File: src/design/bdpc_pkg.sv
// ----------------------------------------------------------------------------
// bdpc_pkg
// Shared types and constants of the button debounce and press classifier.
// ----------------------------------------------------------------------------
package bdpc_pkg;

   localparam int DEBOUNCE_WIDTH = 8;
   localparam int LONG_WIDTH     = 16;
   localparam int CSR_INDEX_WIDTH = 2;
   localparam int CSR_DATA_WIDTH  = 16;
   localparam int REQ_DATA_WIDTH  = 8;
   localparam int RSP_DATA_WIDTH  = 8;

   localparam logic [DEBOUNCE_WIDTH-1:0] DEBOUNCE_RESET = 8'd10;
   localparam logic [LONG_WIDTH-1:0]     LONG_PRESS_RESET = 16'd600;

   localparam logic [CSR_INDEX_WIDTH-1:0] CSR_DEBOUNCE_TICKS   = 2'd0;
   localparam logic [CSR_INDEX_WIDTH-1:0] CSR_LONG_PRESS_TICKS = 2'd1;

   typedef enum logic [1:0] {
      EV_NONE  = 2'd0,
      EV_SHORT = 2'd1,
      EV_LONG  = 2'd2
   } press_event_type;

   typedef struct packed {
      logic raw_pressed;
      logic tick;
   } poll_type;

   typedef struct packed {
      logic pressed;
      logic tick;
   } level_type;

endpackage

File: src/design/button_debounce_press_classifier_top.sv
// ----------------------------------------------------------------------------
// button_debounce_press_classifier_top
// Debounces polls of an active-low button and classifies short and long presses.
// ----------------------------------------------------------------------------
// Each request on the req_ channel is one poll of the button pin with a flag
// that marks whether a millisecond tick passed since the previous poll. Every
// request yields exactly one response on the rsp_ channel with the press event
// and the debounced button state after that poll.
// A request is captured in an input register, processed in one pass of logic
// that also updates the debounce and hold state, and lands in a response
// register. One request is taken every cycle when the receiver keeps up.
// When the receiver stalls, the response register holds its data and the
// input register still takes one more request; after that req_tready drops
// until the response is taken. No request is ever lost or repeated.
// Reset clears the debounce and hold state, empties both registers and
// restores the settings to a debounce of 10 ticks and a long press of 600
// ticks. The user must write the settings through the csr_ port only while
// no request is in flight; the block itself does not enforce this.
// ----------------------------------------------------------------------------
module button_debounce_press_classifier_top import bdpc_pkg::*; #(
   parameter int TIME_WIDTH = 16
) (
   input  logic                       clock,
   input  logic                       reset,
   input  logic                       req_tvalid,
   output logic                       req_tready,
   input  logic [REQ_DATA_WIDTH-1:0]  req_tdata,   // button_level, tick
   output logic                       rsp_tvalid,
   input  logic                       rsp_tready,
   output logic [RSP_DATA_WIDTH-1:0]  rsp_tdata,   // press_event[1:0], debounced_pressed
   input  logic                       csr_we,
   input  logic [CSR_INDEX_WIDTH-1:0] csr_index,
   input  logic [CSR_DATA_WIDTH-1:0]  csr_wdata
);

   logic                      in_valid_ff;
   poll_type                  in_poll_ff;
   logic                      out_valid_ff;
   press_event_type           out_event_ff;
   logic                      out_pressed_ff;
   logic [DEBOUNCE_WIDTH-1:0] debounce_ticks_ff;
   logic [LONG_WIDTH-1:0]     long_press_ticks_ff;
   logic                      advance;
   level_type                 level;
   press_event_type           press_event;

   assign advance    = in_valid_ff && (!out_valid_ff || rsp_tready);
   assign req_tready = !in_valid_ff || advance;

   always_ff @(posedge clock) begin
      if (reset) begin
         debounce_ticks_ff   <= DEBOUNCE_RESET;
         long_press_ticks_ff <= LONG_PRESS_RESET;
      end else if (csr_we) begin
         unique case (csr_index)
            CSR_DEBOUNCE_TICKS:   debounce_ticks_ff   <= csr_wdata[DEBOUNCE_WIDTH-1:0];
            CSR_LONG_PRESS_TICKS: long_press_ticks_ff <= csr_wdata[LONG_WIDTH-1:0];
            default: ;
         endcase
      end
   end

   always_ff @(posedge clock) begin
      if (reset) begin
         in_valid_ff <= 1'b0;
      end else if (req_tready) begin
         in_valid_ff <= req_tvalid;
      end
      if (req_tready && req_tvalid) begin
         in_poll_ff.raw_pressed <= ~req_tdata[0];
         in_poll_ff.tick        <= req_tdata[1];
      end
   end

   bdpc_debounce #(
      .TIME_WIDTH(TIME_WIDTH)
   ) u_debounce (
      .clock          (clock),
      .reset          (reset),
      .enable         (advance),
      .poll           (in_poll_ff),
      .debounce_ticks (debounce_ticks_ff),
      .level          (level)
   );

   bdpc_classify #(
      .TIME_WIDTH(TIME_WIDTH)
   ) u_classify (
      .clock            (clock),
      .reset            (reset),
      .enable           (advance),
      .level            (level),
      .long_press_ticks (long_press_ticks_ff),
      .press_event      (press_event)
   );

   always_ff @(posedge clock) begin
      if (reset) begin
         out_valid_ff <= 1'b0;
      end else if (advance) begin
         out_valid_ff <= 1'b1;
      end else if (rsp_tready) begin
         out_valid_ff <= 1'b0;
      end
      if (advance) begin
         out_event_ff   <= press_event;
         out_pressed_ff <= level.pressed;
      end
   end

   assign rsp_tvalid = out_valid_ff;
   assign rsp_tdata  = {{(RSP_DATA_WIDTH-3){1'b0}}, out_pressed_ff, out_event_ff};

endmodule

File: src/design/bdpc_debounce.sv
// ----------------------------------------------------------------------------
// bdpc_debounce
// Stability age counter that adopts the raw level once it has held long enough.
// ----------------------------------------------------------------------------
module bdpc_debounce import bdpc_pkg::*; #(
   parameter int TIME_WIDTH = 16
) (
   input  logic                      clock,
   input  logic                      reset,
   input  logic                      enable,
   input  poll_type                  poll,
   input  logic [DEBOUNCE_WIDTH-1:0] debounce_ticks,
   output level_type                 level
);

   logic                  last_raw_ff;
   logic                  last_raw_in;
   logic [TIME_WIDTH-1:0] stable_age_ff;
   logic [TIME_WIDTH-1:0] stable_age_in;
   logic                  debounced_ff;
   logic                  debounced_in;

   always_comb begin
      last_raw_in   = last_raw_ff;
      stable_age_in = stable_age_ff;
      if (poll.raw_pressed != last_raw_ff) begin
         last_raw_in   = poll.raw_pressed;
         stable_age_in = '0;
      end else if (poll.tick && (stable_age_ff != '1)) begin
         stable_age_in = stable_age_ff + TIME_WIDTH'(1);
      end
      if (stable_age_in >= TIME_WIDTH'(debounce_ticks)) begin
         debounced_in = poll.raw_pressed;
      end else begin
         debounced_in = debounced_ff;
      end
   end

   assign level.pressed = debounced_in;
   assign level.tick    = poll.tick;

   always_ff @(posedge clock) begin
      if (reset) begin
         last_raw_ff   <= 1'b0;
         stable_age_ff <= '0;
         debounced_ff  <= 1'b0;
      end else if (enable) begin
         last_raw_ff   <= last_raw_in;
         stable_age_ff <= stable_age_in;
         debounced_ff  <= debounced_in;
      end
   end

endmodule

File: src/design/bdpc_classify.sv
// ----------------------------------------------------------------------------
// bdpc_classify
// Hold timer that reports a long press once and a short press on release.
// ----------------------------------------------------------------------------
module bdpc_classify import bdpc_pkg::*; #(
   parameter int TIME_WIDTH = 16
) (
   input  logic                  clock,
   input  logic                  reset,
   input  logic                  enable,
   input  level_type             level,
   input  logic [LONG_WIDTH-1:0] long_press_ticks,
   output press_event_type       press_event
);

   localparam int CMP_WIDTH = (TIME_WIDTH > LONG_WIDTH) ? TIME_WIDTH : LONG_WIDTH;

   logic                  previous_ff;
   logic                  previous_in;
   logic [TIME_WIDTH-1:0] hold_time_ff;
   logic [TIME_WIDTH-1:0] hold_time_in;
   logic                  long_reported_ff;
   logic                  long_reported_in;

   always_comb begin
      previous_in      = previous_ff;
      hold_time_in     = hold_time_ff;
      long_reported_in = long_reported_ff;
      press_event      = EV_NONE;
      if (level.pressed && !previous_ff) begin
         previous_in      = 1'b1;
         hold_time_in     = '0;
         long_reported_in = 1'b0;
      end else if (level.pressed && level.tick && (hold_time_ff != '1)) begin
         hold_time_in = hold_time_ff + TIME_WIDTH'(1);
      end
      if (level.pressed) begin
         if ((CMP_WIDTH'(hold_time_in) >= CMP_WIDTH'(long_press_ticks)) &&
             !long_reported_in) begin
            press_event      = EV_LONG;
            long_reported_in = 1'b1;
         end
      end else if (previous_ff) begin
         previous_in      = 1'b0;
         long_reported_in = 1'b0;
         if (!long_reported_ff) begin
            press_event = EV_SHORT;
         end
      end
   end

   always_ff @(posedge clock) begin
      if (reset) begin
         previous_ff      <= 1'b0;
         hold_time_ff     <= '0;
         long_reported_ff <= 1'b0;
      end else if (enable) begin
         previous_ff      <= previous_in;
         hold_time_ff     <= hold_time_in;
         long_reported_ff <= long_reported_in;
      end
   end

endmodule

File: config.mk
export PLATFORM = sky130hd
export DESIGN_NAME = button_debounce_press_classifier_top
export DESIGN_NICKNAME = d
export VERILOG_FILES = /design/src/design/bdpc_pkg.sv /design/src/design/button_debounce_press_classifier_top.sv /design/src/design/bdpc_debounce.sv /design/src/design/bdpc_classify.sv
export SDC_FILE = /design/constraint.sdc
export NUM_CORES = 1
export LEC_CHECK = 0
export ABC_AREA = 1
export ABC_CLOCK_PERIOD_IN_PS = 6200
export BUFFER_PORTS_ARGS = -buffer_cell sky130_fd_sc_hd__clkbuf_2
export CAP_MARGIN = 20
export CORE_MARGIN = 5
export CORE_UTILIZATION = 60
export DETAILED_ROUTE_END_ITERATION = 16
export PLACE_DENSITY_LB_ADDON = 0.08
export REMOVE_ABC_BUFFERS = 1
export SLEW_MARGIN = 20
export SYNTH_ARGS = -nofsm -noshare
export SYNTH_HDL_FRONTEND = slang
export SYNTH_SLANG_ARGS = --single-unit
File: constraint.sdc
create_clock -name clock -period 6.2 [get_ports clock]
set_input_delay 0 -clock clock [delete_from_list [all_inputs] [get_ports clock]]
set_output_delay 0 -clock clock [all_outputs]
set_load 0.005 [all_outputs]
==> flow_summary.ini <==
[drt]
routed_wl_um = 10500
wl_per_cell_um = 13.4
antenna_left = 0
via_per_inst = 5.35
vias = 4199
drc_errors = 0
first_pass_iters = 5
first_iter_violations = 255

[yosys]
yosysWarnings = 0
synth_edf_count = 5
synth_area_leaders = dfxtp_1, nand2_1, inv_1
synth_top_cell_by_area = dfxtp_1
synth-seq-cells = 67
synthFlopType = dfxtp_1
synth-compound-area-share_pct = 16.9
yosysSeqAreaShare_pct = 31.0
synthTopCellsByCount = nand2_1, inv_1, dfxtp_1
synth-xor-area-share_pct = 2.92
synth.most_common_cell = nand2_1
synth_top_family_by_area = simple AND/OR/NAND/NOR gates
synth_cell_type_count = 40
netlist_instances = 645
ys_async_sr_fraction_pct = 0
avgSynthCellArea_um2 = 6.97
synth_simple_gate_area_share_pct = 29.8
yosysTopAreaCellShare_pct = 27.6
synth_mux_area_share_pct = 0
synthAdderAreaFrac_pct = 7.24
synth_area_um2 = 4490

[timing]
rsz0062_at_grt = no
slew_headroom_pct = 45.2
finalSetupViolations = 0
min_period_ns = 5.20
finClkSkew_ns = 0.00622
slew_viol_final = 0
fmax_mhz = 192
hold_violations = 0
worstMarginPinSlew_ns = 0.822
min_period_over_period_pct = 83.8
setup_tns_ns = 0

[cells_and_area]
area_growth_pct = 12.1
n_antenna_cell = 0
regArea_um2 = 1390
final_util_pct = 69.4
fill_cells = 665
layout-drive-gt1-share_pct = 13.7
multi_input_area_um2 = 2570
fin_nets = 738

[clock_network]
clockRootBuffer = clkbuf_8
clkTransAtPathRegs_ns = 0.08
post_cts_resized = 0
clkLatencyLatePin_ns = 0.35
htreeDepth = 3
clockBufferDepth = 2
numCtsBuffers = 9
cts_tree = done
clock-sinks = 67
hold_buffers = 21
post_cts_buffers = 0

[global_routing]
grt_pass1_wl_um = 17900
grt_max_degree = 60
grtUsageTotal_pct = 24.5
grt_pass1_vias = 3995
antenna_found_initial = 0
overflow = 0

[critical_path]
worst_r2r_endpoint = u_classify.long_reported_ff
required_ns = 6.45
crit_path_top_delay_cell = dfxtp_1
critPathMaxFanout = 17
reg2regPathDepth = 38
crit_top_cell = nand2_1
worstPathArrival_ns = 5.45
critPathLaunchType = flop
reg2reg_from = u_debounce.stable_age_ff[0]
crit_type = flop to flop
rrSetupSlack_ns = 1.00
max_stage_delay_ns = 0.48
crit_path_end_kind = flop

[worst_hold_path]
worstHoldPathCells = 3
hold_path_end = debounce_ticks_ff[1]
min_from = csr_index[0]
hp-class = input pin to flop

[power_and_ir_drop]
p_per_area_nw_per_um2 = 227
power_leakage_nw = 2.29
irDropWorstVdd_v = 0.000136

[floorplanning]
core_um2 = 7250
die_x_um = 96.5
rows = 31
ios = 41
die_h_um = 96.5
initial_core_util_pct = 61.9
die_area_um2 = 9320

[place]
place.gp.congestion = 0.887
dpl.hpwl_um = 7140
io_buffers = 29

[run_status]
outcome = completed

[job]
max_cap_violations = 0
## placed cells by master (no fill, tap or decap), types with 3 or more instances in the layout
master,netlist,final
a211oi_1,5,5
a21oi_1,53,53
a21oi_2,11,11
a31oi_1,3,3
buf_4,9,3
clkbuf_2,0,29
clkbuf_8,0,10
conb_1,1,5
dfxtp_1,62,62
dlygate4sd3_1,0,21
edfxtp_1,5,5
ha_1,26,26
inv_1,94,94
nand2_1,138,138
nand2_2,18,18
nand2_4,3,3
nand3_1,24,24
nand3_2,3,3
nand4_1,23,23
nor2_1,41,41
nor2_4,4,4
nor3_1,7,7
nor4_1,4,4
o211ai_1,6,6
o21ai_0,52,52
xnor2_1,5,5
xor2_1,10,10
## power by group
| group | internal (mW) | switching, mW |
|---|---|---|
| Clock | 0.206 | 0.175 |
| Sequential | 0.463 | 0.0250 |
| Combinational | 0.0972 | 0.179 |
| Total | 0.766 | 0.379 |
## cell families after synthesis
logic type	Yosys count
AO/OA/AOI/OAI	134
flip-flops	67
adder cells (fa/ha/maj)	26
buffers and inverters	128
XOR/XNOR	15
other	1
AND/OR/NAND/NOR	274
## layer usage
metal  wire length, um  GRT usage [%]
met5                 0              0
met4               293           11.1
met3               291           3.49
met2              5440           44.8
met1              4460           28.1
## worst max-delay path by stage
stage                                startpoint                     endpoint  slack [ns]  cells past startpoint
floorplan           u_debounce.stable_age_ff[0]  u_classify.long_reported_ff        1.80                     40
global placement    u_debounce.stable_age_ff[0]  u_classify.long_reported_ff        1.16                     38
detailed placement  u_debounce.stable_age_ff[0]  u_classify.long_reported_ff        1.01                     38
CTS                 u_debounce.stable_age_ff[0]  u_classify.long_reported_ff        0.99                     38
global route        u_debounce.stable_age_ff[0]  u_classify.long_reported_ff        0.48                     39
finish              u_debounce.stable_age_ff[0]  u_classify.long_reported_ff        1.00                     38
## per-stage QoR
step           instances  hold slack, ns  setup slack, ns  cell area (um2)  power (mW)
2_1_floorplan        617          0.0691             1.80             4330       0.689
3_3_place_gp         748           0.178             1.16             4620       0.749
3_5_place_dp         748           0.181             1.01             4620       0.760
4_1_cts              785         0.00713            0.986             5040        1.15
5_1_grt              785          0.0466            0.477             5040        1.21
6_report             785          0.0321             1.00             5040        1.14
## worst max-delay path: cells and delay by family (launching register included)
kind	cells	cell delay (ns)
AOI/OAI and AO/OA	6	1.00
adders and majority gates	3	0.77
buffers and inverters	6	0.42
DFF	1	0.48
and+or+nand+nor	23	2.40
## final cells by class
| cell class | instances | share of cell area [%] |
|---|---|---|
| Clock buffer | 14 | 3.87 |
| Timing Repair Buffer | 53 | 7.50 |
| Inverter | 96 | 7.15 |
| Tap cell | 99 | 2.46 |
| Sequential cell | 67 | 27.6 |
| Clock inverter | 2 | 0.273 |
| Multi-Input combinational cell | 454 | 51.1 |
## state kept, by name, summed over array words and instances (netlist names), 2 cells and up
signal,count
debounce_ticks_ff,8
in_poll_ff,2
long_press_ticks_ff,16
out_event_ff,2
u_classify.hold_time_ff,16
u_debounce.stable_age_ff,16
Note: power is estimated with default switching activity, not from simulation.
